[config.mk]
export PLATFORM = sky130hd
export DESIGN_NAME = can_frame_priority_queue
export DESIGN_NICKNAME = d
export VERILOG_FILES = /design/src/rtl/cfpq_pkg.sv /design/src/rtl/cfpq_mem.sv /design/src/rtl/cfpq_ctrl.sv /design/src/rtl/can_frame_priority_queue.sv
export SDC_FILE = /design/constraint.sdc
export NUM_CORES = 2
export LEC_CHECK = 0
export BUFFER_PORTS_ARGS = -buffer_cell sky130_fd_sc_hd__buf_2
export CAP_MARGIN = 20
export CELL_PAD_IN_SITES_DETAIL_PLACEMENT = 1
export CELL_PAD_IN_SITES_GLOBAL_PLACEMENT = 1
export CORE_ASPECT_RATIO = 1.25
export CORE_MARGIN = 2
export CORE_UTILIZATION = 40
export CTS_CLUSTER_DIAMETER = 80
export CTS_CLUSTER_SIZE = 28
export DETAILED_ROUTE_END_ITERATION = 10
export GPL_ROUTABILITY_DRIVEN = 0
export PLACE_DENSITY_LB_ADDON = 0.1
export RECOVER_POWER = 50
export SETUP_SLACK_MARGIN = 0.15
export SLEW_MARGIN = 20
export SYNTH_ARGS = -nofsm -noshare
export SYNTH_HDL_FRONTEND = slang
export SYNTH_SLANG_ARGS = --single-unit
[constraint.sdc]
create_clock -name clock -period 15.24 [get_ports clock]
set_input_delay 3.048 -clock clock [delete_from_list [all_inputs] [get_ports clock]]
set_output_delay 3.048 -clock clock [all_outputs]
set_load 0.05 [all_outputs]
[src/rtl/cfpq_pkg.sv]
// Shared types and constants for the CAN frame priority queue.
`default_nettype none
package cfpq_pkg;
   localparam int DEPTH    = 16;
   localparam int IDX_W    = $clog2(DEPTH);
   localparam int CNT_W    = $clog2(DEPTH + 1);
   localparam int ID_W     = 29;
   localparam int STD_ID_W = 11;
   localparam int LEN_W    = 4;
   localparam int PAY_W    = 64;
   localparam int BYTES    = PAY_W / 8;

   localparam logic [1:0] STAT_DONE  = 2'd0;
   localparam logic [1:0] STAT_FULL  = 2'd1;
   localparam logic [1:0] STAT_EMPTY = 2'd2;

   localparam logic KIND_INSERT = 1'b0;
   localparam logic KIND_REMOVE = 1'b1;

   typedef struct packed {
      logic [PAY_W-1:0] payload;
      logic [LEN_W-1:0] length;
      logic [ID_W-1:0]  identifier;
      logic             extended;
   } frame_type;

   typedef struct packed {
      logic      kind;
      frame_type frame;
   } item_type;

   typedef struct packed {
      frame_type        front;
      logic             front_valid;
      logic [CNT_W-1:0] count;
   } result_type;

   typedef struct packed {
      logic             wr_en;
      logic [IDX_W-1:0] wr_addr;
      frame_type        wr_data;
      logic             rd_en;
      logic [IDX_W-1:0] rd_addr;
   } mem_req_type;

   typedef enum logic [2:0] {
      ST_IDLE,
      ST_START,
      ST_CMP,
      ST_PLACE,
      ST_FRONT,
      ST_RDWAIT
   } state_type;
endpackage
`default_nettype wire

[src/rtl/cfpq_mem.sv]
// Frame store: one write port, one registered read port.
`default_nettype none
module cfpq_mem (
   input  wire                        clock,
   input  wire cfpq_pkg::mem_req_type mem_req,
   output cfpq_pkg::frame_type        rd_data
);
   import cfpq_pkg::*;

   frame_type mem [DEPTH];
   frame_type rd_data_ff;

   always_ff @(posedge clock) begin
      if (mem_req.wr_en) begin
         mem[mem_req.wr_addr] <= mem_req.wr_data;
      end
      if (mem_req.rd_en) begin
         rd_data_ff <= mem[mem_req.rd_addr];
      end
   end

   assign rd_data = rd_data_ff;
endmodule
`default_nettype wire

[src/rtl/cfpq_ctrl.sv]
// Sequencer: sorted insert walk, remove, and front readout over the frame store.
`default_nettype none
module cfpq_ctrl (
   input  wire                        clock,
   input  wire                        reset,
   input  wire                        item_valid,
   input  wire cfpq_pkg::item_type    item,
   output logic                       item_ready,
   output cfpq_pkg::mem_req_type      mem_req,
   input  wire cfpq_pkg::frame_type   rd_data,
   output logic                       res_valid,
   output cfpq_pkg::result_type       res,
   output logic [1:0]                 res_status,
   input  wire                        res_ack
);
   import cfpq_pkg::*;

   state_type        state_ff, state_in;
   item_type         item_ff, item_in;
   logic [IDX_W-1:0] front_ff, front_in;
   logic [CNT_W-1:0] count_ff, count_in;
   logic [CNT_W-1:0] walk_ff, walk_in;
   logic [1:0]       status_ff, status_in;
   frame_type        new_frame;
   logic             new_behind;

   function automatic logic [IDX_W-1:0] slot_of(input logic [IDX_W-1:0] base,
                                                input logic [CNT_W-1:0] ofs);
      logic [CNT_W:0] sum;
      sum = {{(CNT_W + 1 - IDX_W){1'b0}}, base} + {1'b0, ofs};
      if (sum >= (CNT_W + 1)'(DEPTH)) begin
         sum = sum - (CNT_W + 1)'(DEPTH);
      end
      return sum[IDX_W-1:0];
   endfunction

   // standard ids keep 11 bits; bytes past the length read as zero
   always_comb begin
      new_frame = item_ff.frame;
      if (!new_frame.extended) begin
         new_frame.identifier = {{(ID_W - STD_ID_W){1'b0}},
                                 item_ff.frame.identifier[STD_ID_W-1:0]};
      end
      for (int b = 0; b < BYTES; b++) begin
         if (item_ff.frame.length <= LEN_W'(b)) begin
            new_frame.payload[b*8 +: 8] = 8'h00;
         end
      end
   end

   always_comb begin
      if (new_frame.extended != rd_data.extended) begin
         new_behind = !new_frame.extended;
      end else begin
         new_behind = new_frame.identifier >= rd_data.identifier;
      end
   end

   always_ff @(posedge clock) begin
      if (reset) begin
         state_ff <= ST_IDLE;
         front_ff <= '0;
         count_ff <= '0;
      end else begin
         state_ff <= state_in;
         front_ff <= front_in;
         count_ff <= count_in;
      end
      item_ff   <= item_in;
      walk_ff   <= walk_in;
      status_ff <= status_in;
   end

   always_comb begin
      state_in   = state_ff;
      item_in    = item_ff;
      front_in   = front_ff;
      count_in   = count_ff;
      walk_in    = walk_ff;
      status_in  = status_ff;
      item_ready = 1'b0;
      mem_req    = '0;
      res_valid  = 1'b0;
      res.count       = count_ff;
      res.front_valid = count_ff != '0;
      res.front       = (count_ff != '0) ? rd_data : '0;

      case (state_ff)
         ST_IDLE: begin
            item_ready = !reset;
            if (item_valid && !reset) begin
               item_in  = item;
               state_in = ST_START;
            end
         end
         ST_START: begin
            status_in = STAT_DONE;
            state_in  = ST_FRONT;
            if (item_ff.kind == KIND_INSERT) begin
               if (count_ff == CNT_W'(DEPTH)) begin
                  status_in = STAT_FULL;
               end else begin
                  count_in = count_ff + CNT_W'(1);
                  walk_in  = count_ff;
                  if (count_ff == '0) begin
                     state_in = ST_PLACE;
                  end else begin
                     mem_req.rd_en   = 1'b1;
                     mem_req.rd_addr = slot_of(front_ff, count_ff - CNT_W'(1));
                     state_in        = ST_CMP;
                  end
               end
            end else begin
               if (count_ff == '0) begin
                  status_in = STAT_EMPTY;
               end else begin
                  count_in = count_ff - CNT_W'(1);
                  front_in = (front_ff == IDX_W'(DEPTH - 1)) ? '0
                                                              : front_ff + IDX_W'(1);
               end
            end
         end
         ST_CMP: begin
            mem_req.wr_en   = 1'b1;
            mem_req.wr_addr = slot_of(front_ff, walk_ff);
            if (new_behind) begin
               mem_req.wr_data = new_frame;
               state_in        = ST_FRONT;
            end else begin
               mem_req.wr_data = rd_data;
               walk_in         = walk_ff - CNT_W'(1);
               if (walk_ff == CNT_W'(1)) begin
                  state_in = ST_PLACE;
               end else begin
                  mem_req.rd_en   = 1'b1;
                  mem_req.rd_addr = slot_of(front_ff, walk_ff - CNT_W'(2));
               end
            end
         end
         ST_PLACE: begin
            mem_req.wr_en   = 1'b1;
            mem_req.wr_addr = front_ff;
            mem_req.wr_data = new_frame;
            state_in        = ST_FRONT;
         end
         ST_FRONT: begin
            mem_req.rd_en   = 1'b1;
            mem_req.rd_addr = front_ff;
            state_in        = ST_RDWAIT;
         end
         ST_RDWAIT: begin
            res_valid = 1'b1;
            if (res_ack) begin
               state_in = ST_IDLE;
            end
         end
         default: begin
            state_in = ST_IDLE;
         end
      endcase
   end

   assign res_status = status_ff;
endmodule
`default_nettype wire

[src/rtl/can_frame_priority_queue.sv]
// CAN frame priority queue: top level with stream ports and result register.
// Remove, or insert into a full queue: START, FRONT, RDWAIT, then the result register.
// Insert: START; a CMP walk reads and moves one stored frame per cycle for each of the n
// frames ranked behind the new one (at most DEPTH - 1), then writes it; then FRONT, RDWAIT.
// One item in flight; the next is taken the cycle after its result is registered.
// Reset (synchronous) empties the queue; the frame store itself is not cleared.
`default_nettype none
module can_frame_priority_queue (
   input  wire          clock,
   input  wire          reset,
   input  wire          req_tvalid,
   output logic         req_tready,
   input  wire  [103:0] req_tdata,  // extended, identifier[29], length[4], payload[64], zero pad
   input  wire          req_tuser,  // kind
   output logic         rsp_tvalid,
   input  wire          rsp_tready,
   output logic [103:0] rsp_tdata,  // count[5], front_valid, front_extended,
                                    // front_identifier[29], front_length[4], front_payload[64]
   output logic [1:0]   rsp_tuser   // status
);
   import cfpq_pkg::*;

   item_type    item;
   mem_req_type mem_req;
   frame_type   rd_data;
   result_type  res;
   logic [1:0]  res_status;
   logic        res_valid;
   logic        res_ack;
   logic        out_valid_ff;
   result_type  out_data_ff;
   logic [1:0]  out_status_ff;

   assign item.kind  = req_tuser;
   assign item.frame = req_tdata[$bits(frame_type)-1:0];

   cfpq_mem u_mem (
      .clock   (clock),
      .mem_req (mem_req),
      .rd_data (rd_data)
   );

   cfpq_ctrl u_ctrl (
      .clock      (clock),
      .reset      (reset),
      .item_valid (req_tvalid),
      .item       (item),
      .item_ready (req_tready),
      .mem_req    (mem_req),
      .rd_data    (rd_data),
      .res_valid  (res_valid),
      .res        (res),
      .res_status (res_status),
      .res_ack    (res_ack)
   );

   assign res_ack = !out_valid_ff || rsp_tready;

   always_ff @(posedge clock) begin
      if (reset) begin
         out_valid_ff <= 1'b0;
      end else if (res_valid && res_ack) begin
         out_valid_ff <= 1'b1;
      end else if (rsp_tready) begin
         out_valid_ff <= 1'b0;
      end
      if (res_valid && res_ack) begin
         out_data_ff   <= res;
         out_status_ff <= res_status;
      end
   end

   assign rsp_tvalid = out_valid_ff;
   assign rsp_tdata  = out_data_ff;
   assign rsp_tuser  = out_status_ff;
endmodule
`default_nettype wire
==> Yosys cells after proc, flatten, opt, wreduce, memory -nomap -nowiden <==
Memory sizes are Yosys's and may differ from the RTL's. A register that Yosys moved wholly into a read port is not among the register bits.
Cells that the tools add are included.
W data, S select, Z words.
{ "classes": {"n_addsub": 11, "magnitude_cmp": 12, "eq_ne": 17, "mux": 46, "bitwise": 1, "n_reduce_logical": 16} }
{ "op_table": {"columns": ["op", "n"], "rows": [
  ["$pmux W103 S2", 1],
  ["$mux W98", 1],
  ["$mux W8", 8],
  ["$mux W5", 11],
  ["$ge A29 B29 Y1", 1],
  ["$mux W29", 1],
  ["$add A4 B5 Y6", 3],
  ["$ge A6 B5 Y1 const B", 3],
  ["$mux W3", 6],
  ["$pmux W3 S6", 1],
  ["$le A4 B3 Y1 const B", 4],
  ["$mux W4", 4],
  ["$pmux W5 S3", 1],
  ["$sub A4 B1 Y4 const B", 3],
  ["$ne A2 B2 Y1 const B", 5],
  ["$pmux W5 S2", 1],
  ["$sub A5 B1 Y5 const B", 2],
  ["$mux W1", 9],
  ["$reduce_and A3 Y1", 3],
  ["$le A4 B1 Y1 const B", 2],
  ["$le A4 B2 Y1 const B", 2],
  ["$eq A3 B2 Y1 const B", 2],
  ["$eq A3 B3 Y1 const B", 2],
  ["$add A5 B1 Y5 const B", 1],
  ["20 further kinds", 26]
]} }
{ "word_totals": {"ff_bits": 225, "mem_bits_rw": 1568, "in_bits": 109, "output_inout_bits": 108, "mem_count": 1} }
{ "mem_list": {"columns": ["name", "words", "word_bits", "read_ports", "rd_clocked_by_memory_dff", "wr", "line", "source"], "rows": [
  ["u_mem.mem", 16, 98, 1, 1, 1, "cfpq_mem.sv:10", "frame_type mem [DEPTH];"]
]} }

==> Logic depth before layout (Yosys ltp) <==
{ "depth": {"ltp_word": 8, "depth_mapped": 17} }

==> Modules after synthesis <==
From an unflattened synthesis, not the netlist that was laid out.
{ "unflattened": {"hier_cells": 3281, "area_unflattened_um2": 71907.7} }
{ "by_module_without_submodules": {"columns": ["module", "instances", "cells_per_inst", "area_each_um2", "seq_area_each_um2"], "rows": [
  ["cfpq_mem", 1, 2510, 61499.0, 50028.0],
  ["cfpq_ctrl", 1, 660, 7170.6, 3423.3],
  ["can_frame_priority_queue", 1, 111, 3238.1, 3203.1]
]} }

==> Worst setup path before layout <==
No wires, ideal clock.
{ "synth_timing": {"path_kind": "input port to flip-flop", "from": "input port rsp_tready", "to": "register out_data_ff, in the netlist rsp_tdata[0], enable pin", "setup_time_ns": 0.583, "arrival_ns": 7.858, "required_ns": 14.657, "setup_slack_ns": 6.799, "cell_stages": 2, "n_path_buf": 0, "cell_sequence": "nand2b_1 -> nor2b_1"} }
{ "synth_via": {"elab_chain_cells": 2} }
{ "synth_rtl": {"columns": ["element", "line", "source"], "rows": [
  ["start: declaration", "can_frame_priority_queue.sv:16", "input wire rsp_tready,"],
  ["$logic_or A1 B1 Y1", "can_frame_priority_queue.sv:57", "assign res_ack = !out_valid_ff || rsp_tready;"],
  ["$logic_and A1 B1 Y1", "can_frame_priority_queue.sv:67", "if (res_valid && res_ack) begin"],
  ["end signal: assignment", "can_frame_priority_queue.sv:68", "out_data_ff <= res;"],
  ["end: declaration", "can_frame_priority_queue.sv:31", "result_type out_data_ff;"]
]} }
No other way between the ends.
A chain may end at the register's enable or synchronous reset.

==> Worst setup path in the final report <==
{ "layout_timing": {"from": "register u_ctrl.front_ff[1]", "to": "memory u_mem.mem[15][39] (netlist bit), enable pin"} }
{ "layout_via": {"elab_chain_cells": 4, "word_cells_on_any_way": 5} }
{ "layout_rtl": {"columns": ["element", "line", "source"], "rows": [
  ["start: declaration", "cfpq_ctrl.sv:20", "logic [IDX_W-1:0] front_ff, front_in;"],
  ["start signal: assignment", "cfpq_ctrl.sv:66", "front_ff <= front_in;"],
  ["$add A4 B5 Y6", "cfpq_ctrl.sv:30", "sum = {{(CNT_W + 1 - IDX_W){1'b0}}, base} + {1'b0, ofs};"],
  ["$ge A6 B5 Y1 / $sub A4 B1 Y4 (equally long branches)", "cfpq_ctrl.sv:31, cfpq_ctrl.sv:32", null],
  ["$mux W4", "cfpq_ctrl.sv:31", "if (sum >= (CNT_W + 1)'(DEPTH)) begin"],
  ["$pmux W103 S2 *", "cfpq_ctrl.sv:88", "case (state_ff)"],
  ["end: declaration", "cfpq_mem.sv:10", null]
]} }
Mark *: on every way between the ends. The rest lies on a longest branch, timed or not.

==> results.py <==
metrics = {
    "global_routing": {
        "grt_pass1_wl_microns": 318000,
        "grt_use_total": 0.230,
        "grt_pass1_vias": 44700,
        "antenna_found_initial": 17,
        "grt_max_degree": 147,
        "grt_overflow": 0,
    },
    "routing": {
        "ant_nets": 0,
        "drt_iter0_markers": 3460,
        "drc_errors": 0,
        "wl_microns": 221000,
        "drt_pre_antenna_iters": 5,
        "route.vias.total": 43100,
        "wl_per_cell_microns": 29.5,
        "vias_per_cell": 5.73,
    },
    "floorplanning": {
        "ioPinCount": 217,
        "die_h_microns": 487,
        "die_area_sq_um": 190000,
        "rows": 177,
        "start_util": 0.402,
        "core_sq_um": 186000,
        "die_w_microns": 391,
    },
    "synthesis": {
        "synth_edf_count": 1878,
        "yosysWarnings": 0,
        "synth_ff_type": "edfxtp_1",
        "async_flop_share": 0,
        "ys_ff_latch": 1891,
        "synth_cells": 4922,
        "syn_area_per_cell_sq_um": 15.2,
        "ys_seq_area_frac": 0.758,
        "synthDistinctLibCells": 65,
        "netlist_area_sq_um": 74700,
        "synthesis.nets": 5078,
    },
    "clocking": {
        "holdBufCountCts": 0,
        "cts_made_buffers": 101,
        "post_cts_buffers": 0,
        "clk_pin_slew_ps": 110,
        "cts_tree": "done",
        "h-tree-depth": 3,
        "cts_root_buf": "clkbuf_16",
        "postCtsResizedCells": 0,
        "clk_latency_ps": 780,
        "cts_buffer_depth": 3,
        "cts_sinks": 1891,
    },
    "setup_path": {
        "path_max_fanout": 98,
        "start_kind": "register",
        "cp_slowest_stage_delay_ps": 7000,
        "required_ps": 15290,
        "r2r-start": "u_ctrl.front_ff[1]",
        "crit_start": "u_ctrl.front_ff[1]",
        "path_cells": "ha_1 -> inv_1 -> a21o_1 -> a21oi_1 -> xor2_1 -> nor2_1 -> xnor2_1 -> nor2_1 -> nand2_1 -> nor2_4 -> clkbuf_1",
        "arrival_ps": 10170,
        "cp-end-kind": "register",
        "crit_top_cell": "nor2_1",
        "cp_slowest_cell": "clkbuf_1",
        "worstSetupPathType": "register to register",
    },
    "hold_path": {
        "min_path_type": "register to register",
        "hold_start": "u_ctrl.res_status[1]",
    },
    "placement": {
        "dpl.hpwl_microns": 113000,
        "portBuffers": 210,
        "place_inst": 7330,
        "dpl_cell_area_sq_um": 78400,
    },
    "timing": {
        "min_period_ps": 10120,
        "slew_violations": 1675,
        "rsz0062_at_grt": "no",
        "slew_headroom": -5.72,
        "setup_viol": 0,
        "timing.final.crit_share": 0.664,
        "skew_ps": 41.9,
        "holdWs_ps": 434,
        "worstMarginPinSlew_ps": 10070,
        "fin_setup_tns_ps": 0,
        "final-hold-violation-count": 0,
        "fmax_mhz": 98.8,
    },
    "status": {
        "violations": "capacitance limit, slew limit",
        "status": "complete, but fails checks",
    },
    "final_layout": {
        "nets": 5173,
        "drive_above_1_share": 0.123,
        "stdcell_count": 7508,
        "final_area_sq_um": 81500,
        "syn2layout_area_growth_pct": 9.08,
        "fillers": 18200,
        "final_util": 0.439,
    },
    "power": {
        "powerDensity_nw_per_um2": 121,
        "ir_drop_uv": 87.9,
        "power_leakage_nw": 26.1,
    },
    "run": {
        "max_cap_viol_count": 46,
    },
}
==> path summary, 6_finish.rpt <==
check             slack [ps]           endpoint  cells past startpoint
hold / removal           430       rsp_tuser[1]                      0
setup / recovery        5120  u_mem.mem[15][39]                     11
hold reg to reg          430       rsp_tuser[1]                      0
setup reg to reg        5120  u_mem.mem[15][39]                     11
==> cells in the final DEF, fill, tap and decap left out, types with 44 or more instances in the layout <==
cell / synthesis / final
a22o_1: 81 / 81
nor2_1: 76 / 72
and2_0: 0 / 70
buf_4: 19 / 48
clkbuf_1: 159 / 99
a221o_1: 101 / 99
clkbuf_16: 0 / 102
a221oi_1: 67 / 67
edfxtp_1: 1878 / 1878
nand2_1: 917 / 917
a21oi_1: 331 / 325
ha_1: 44 / 44
a211oi_1: 80 / 80
mux2i_1: 107 / 107
mux2_2: 161 / 161
nand3_1: 396 / 396
buf_2: 103 / 163
==> state kept, by name, indices dropped and copies added, names as in the netlist <==
signal,flops
u_mem.rd_data,98
u_ctrl.item_ff,99
u_ctrl.walk_ff,5
rsp_tdata,104
u_ctrl.state_ff,3
u_ctrl.res_status,2
rsp_tvalid,1
rsp_tuser,2
u_ctrl.front_ff,4
u_mem.mem,1568
u_ctrl.count_ff,5
==> per-stage QoR <==
step                power [mW]  setup WS, ps
CTS                       9.99          8160
detailed placement        6.78          8160
global route              10.2          4720
floorplan                 6.46          6800
global placement          6.77          8160
finish                    9.88          5120
==> metal layers <==
metal / vias up / part of all wire / routed length, microns / GRT usage
met5: - / 0.000059 / 13 / 0
met4: 2 / 0.016 / 3500 / 0.0448
met3: 192 / 0.052 / 11500 / 0.0276
met2: 1113 / 0.48 / 105000 / 0.379
met1: 22900 / 0.46 / 101000 / 0.331
li1: 18800 / - / - / -
==> power breakdown <==
| group | leakage [nW] | switching (mW) | internal (mW) |
|---|---|---|---|
| clock | 1.67 | 1.88 | 1.34 |
| combinational | 7.39 | 0.565 | 0.239 |
| sequential | 17.1 | 0.0488 | 5.80 |
| total | 26.1 | 2.50 | 7.38 |
==> area by class of cell <==
| cell class | instances | area, sq um | area share |
|---|---|---|---|
| clock inverters | 69 | 895 | 0.0110 |
| diodes | 2 | 5.00 | 0.0000614 |
| flip-flops and latches | 1891 | 56700 | 0.695 |
| inverters | 41 | 155 | 0.00190 |
| clock buffers | 107 | 2570 | 0.0316 |
| repair buffers | 311 | 1650 | 0.0202 |
| well taps | 2416 | 3020 | 0.0371 |
| multi-input cells | 2671 | 16500 | 0.203 |
==> critical path, delay by kind of cell, from the launching register on <==
family,cells,cell delay (ps)
buf+inv,2,7040
flops,1,750
simple gates,4,540
xor+xnor,2,390
compound gates,2,320
fa+ha+maj,1,240
==> kinds of logic after synthesis <==
group,after synthesis,synth area share
AOI/OAI and AO/OA,769,0.0766
xor gates and xnor gates,20,0.00234
adders and majority gates,47,0.00817
buffers and inverters,360,0.0219
DFF,1891,0.758
muxes,302,0.0437
and+or+nand+nor,1533,0.0890
==> cells in the mapped netlist (3+ instances only) <==
| master | n | area (sq um) |
|---|---|---|
| a221oi_1 | 67 | 587 |
| a22o_1 | 81 | 709 |
| fa_1 | 3 | 60.1 |
| and3_1 | 4 | 25.0 |
| buf_2 | 103 | 515 |
| or3_1 | 3 | 18.8 |
| o21ai_0 | 18 | 90.1 |
| xnor2_1 | 11 | 96.3 |
| a21oi_1 | 331 | 1660 |
| buf_6 | 11 | 124 |
| inv_1 | 41 | 154 |
| mux2_1 | 34 | 383 |
| mux2i_1 | 107 | 1070 |
| a221o_1 | 101 | 1010 |
| dfxtp_1 | 13 | 260 |
| nor3_1 | 9 | 45.0 |
| nand3_1 | 396 | 1980 |
| a21o_1 | 7 | 52.6 |
| nor2b_1 | 5 | 31.3 |
| and2_1 | 94 | 588 |
| nand2b_1 | 8 | 50.1 |
| nand2_1 | 917 | 3440 |
| nand4_1 | 4 | 25.0 |
| a221oi_2 | 30 | 450 |
| buf_1 | 27 | 101 |
| a211oi_1 | 80 | 601 |
| o21a_1 | 3 | 22.5 |
| buf_4 | 19 | 143 |
| ha_1 | 44 | 551 |
| nor2_1 | 76 | 285 |
| o211ai_1 | 4 | 30.0 |
| a32o_1 | 10 | 100 |
| xor2_1 | 9 | 78.8 |
| mux2_2 | 161 | 1810 |
| edfxtp_1 | 1878 | 56400 |
| clkbuf_1 | 159 | 597 |
| a211oi_2 | 20 | 250 |
(Power assumes the default switching activity.)
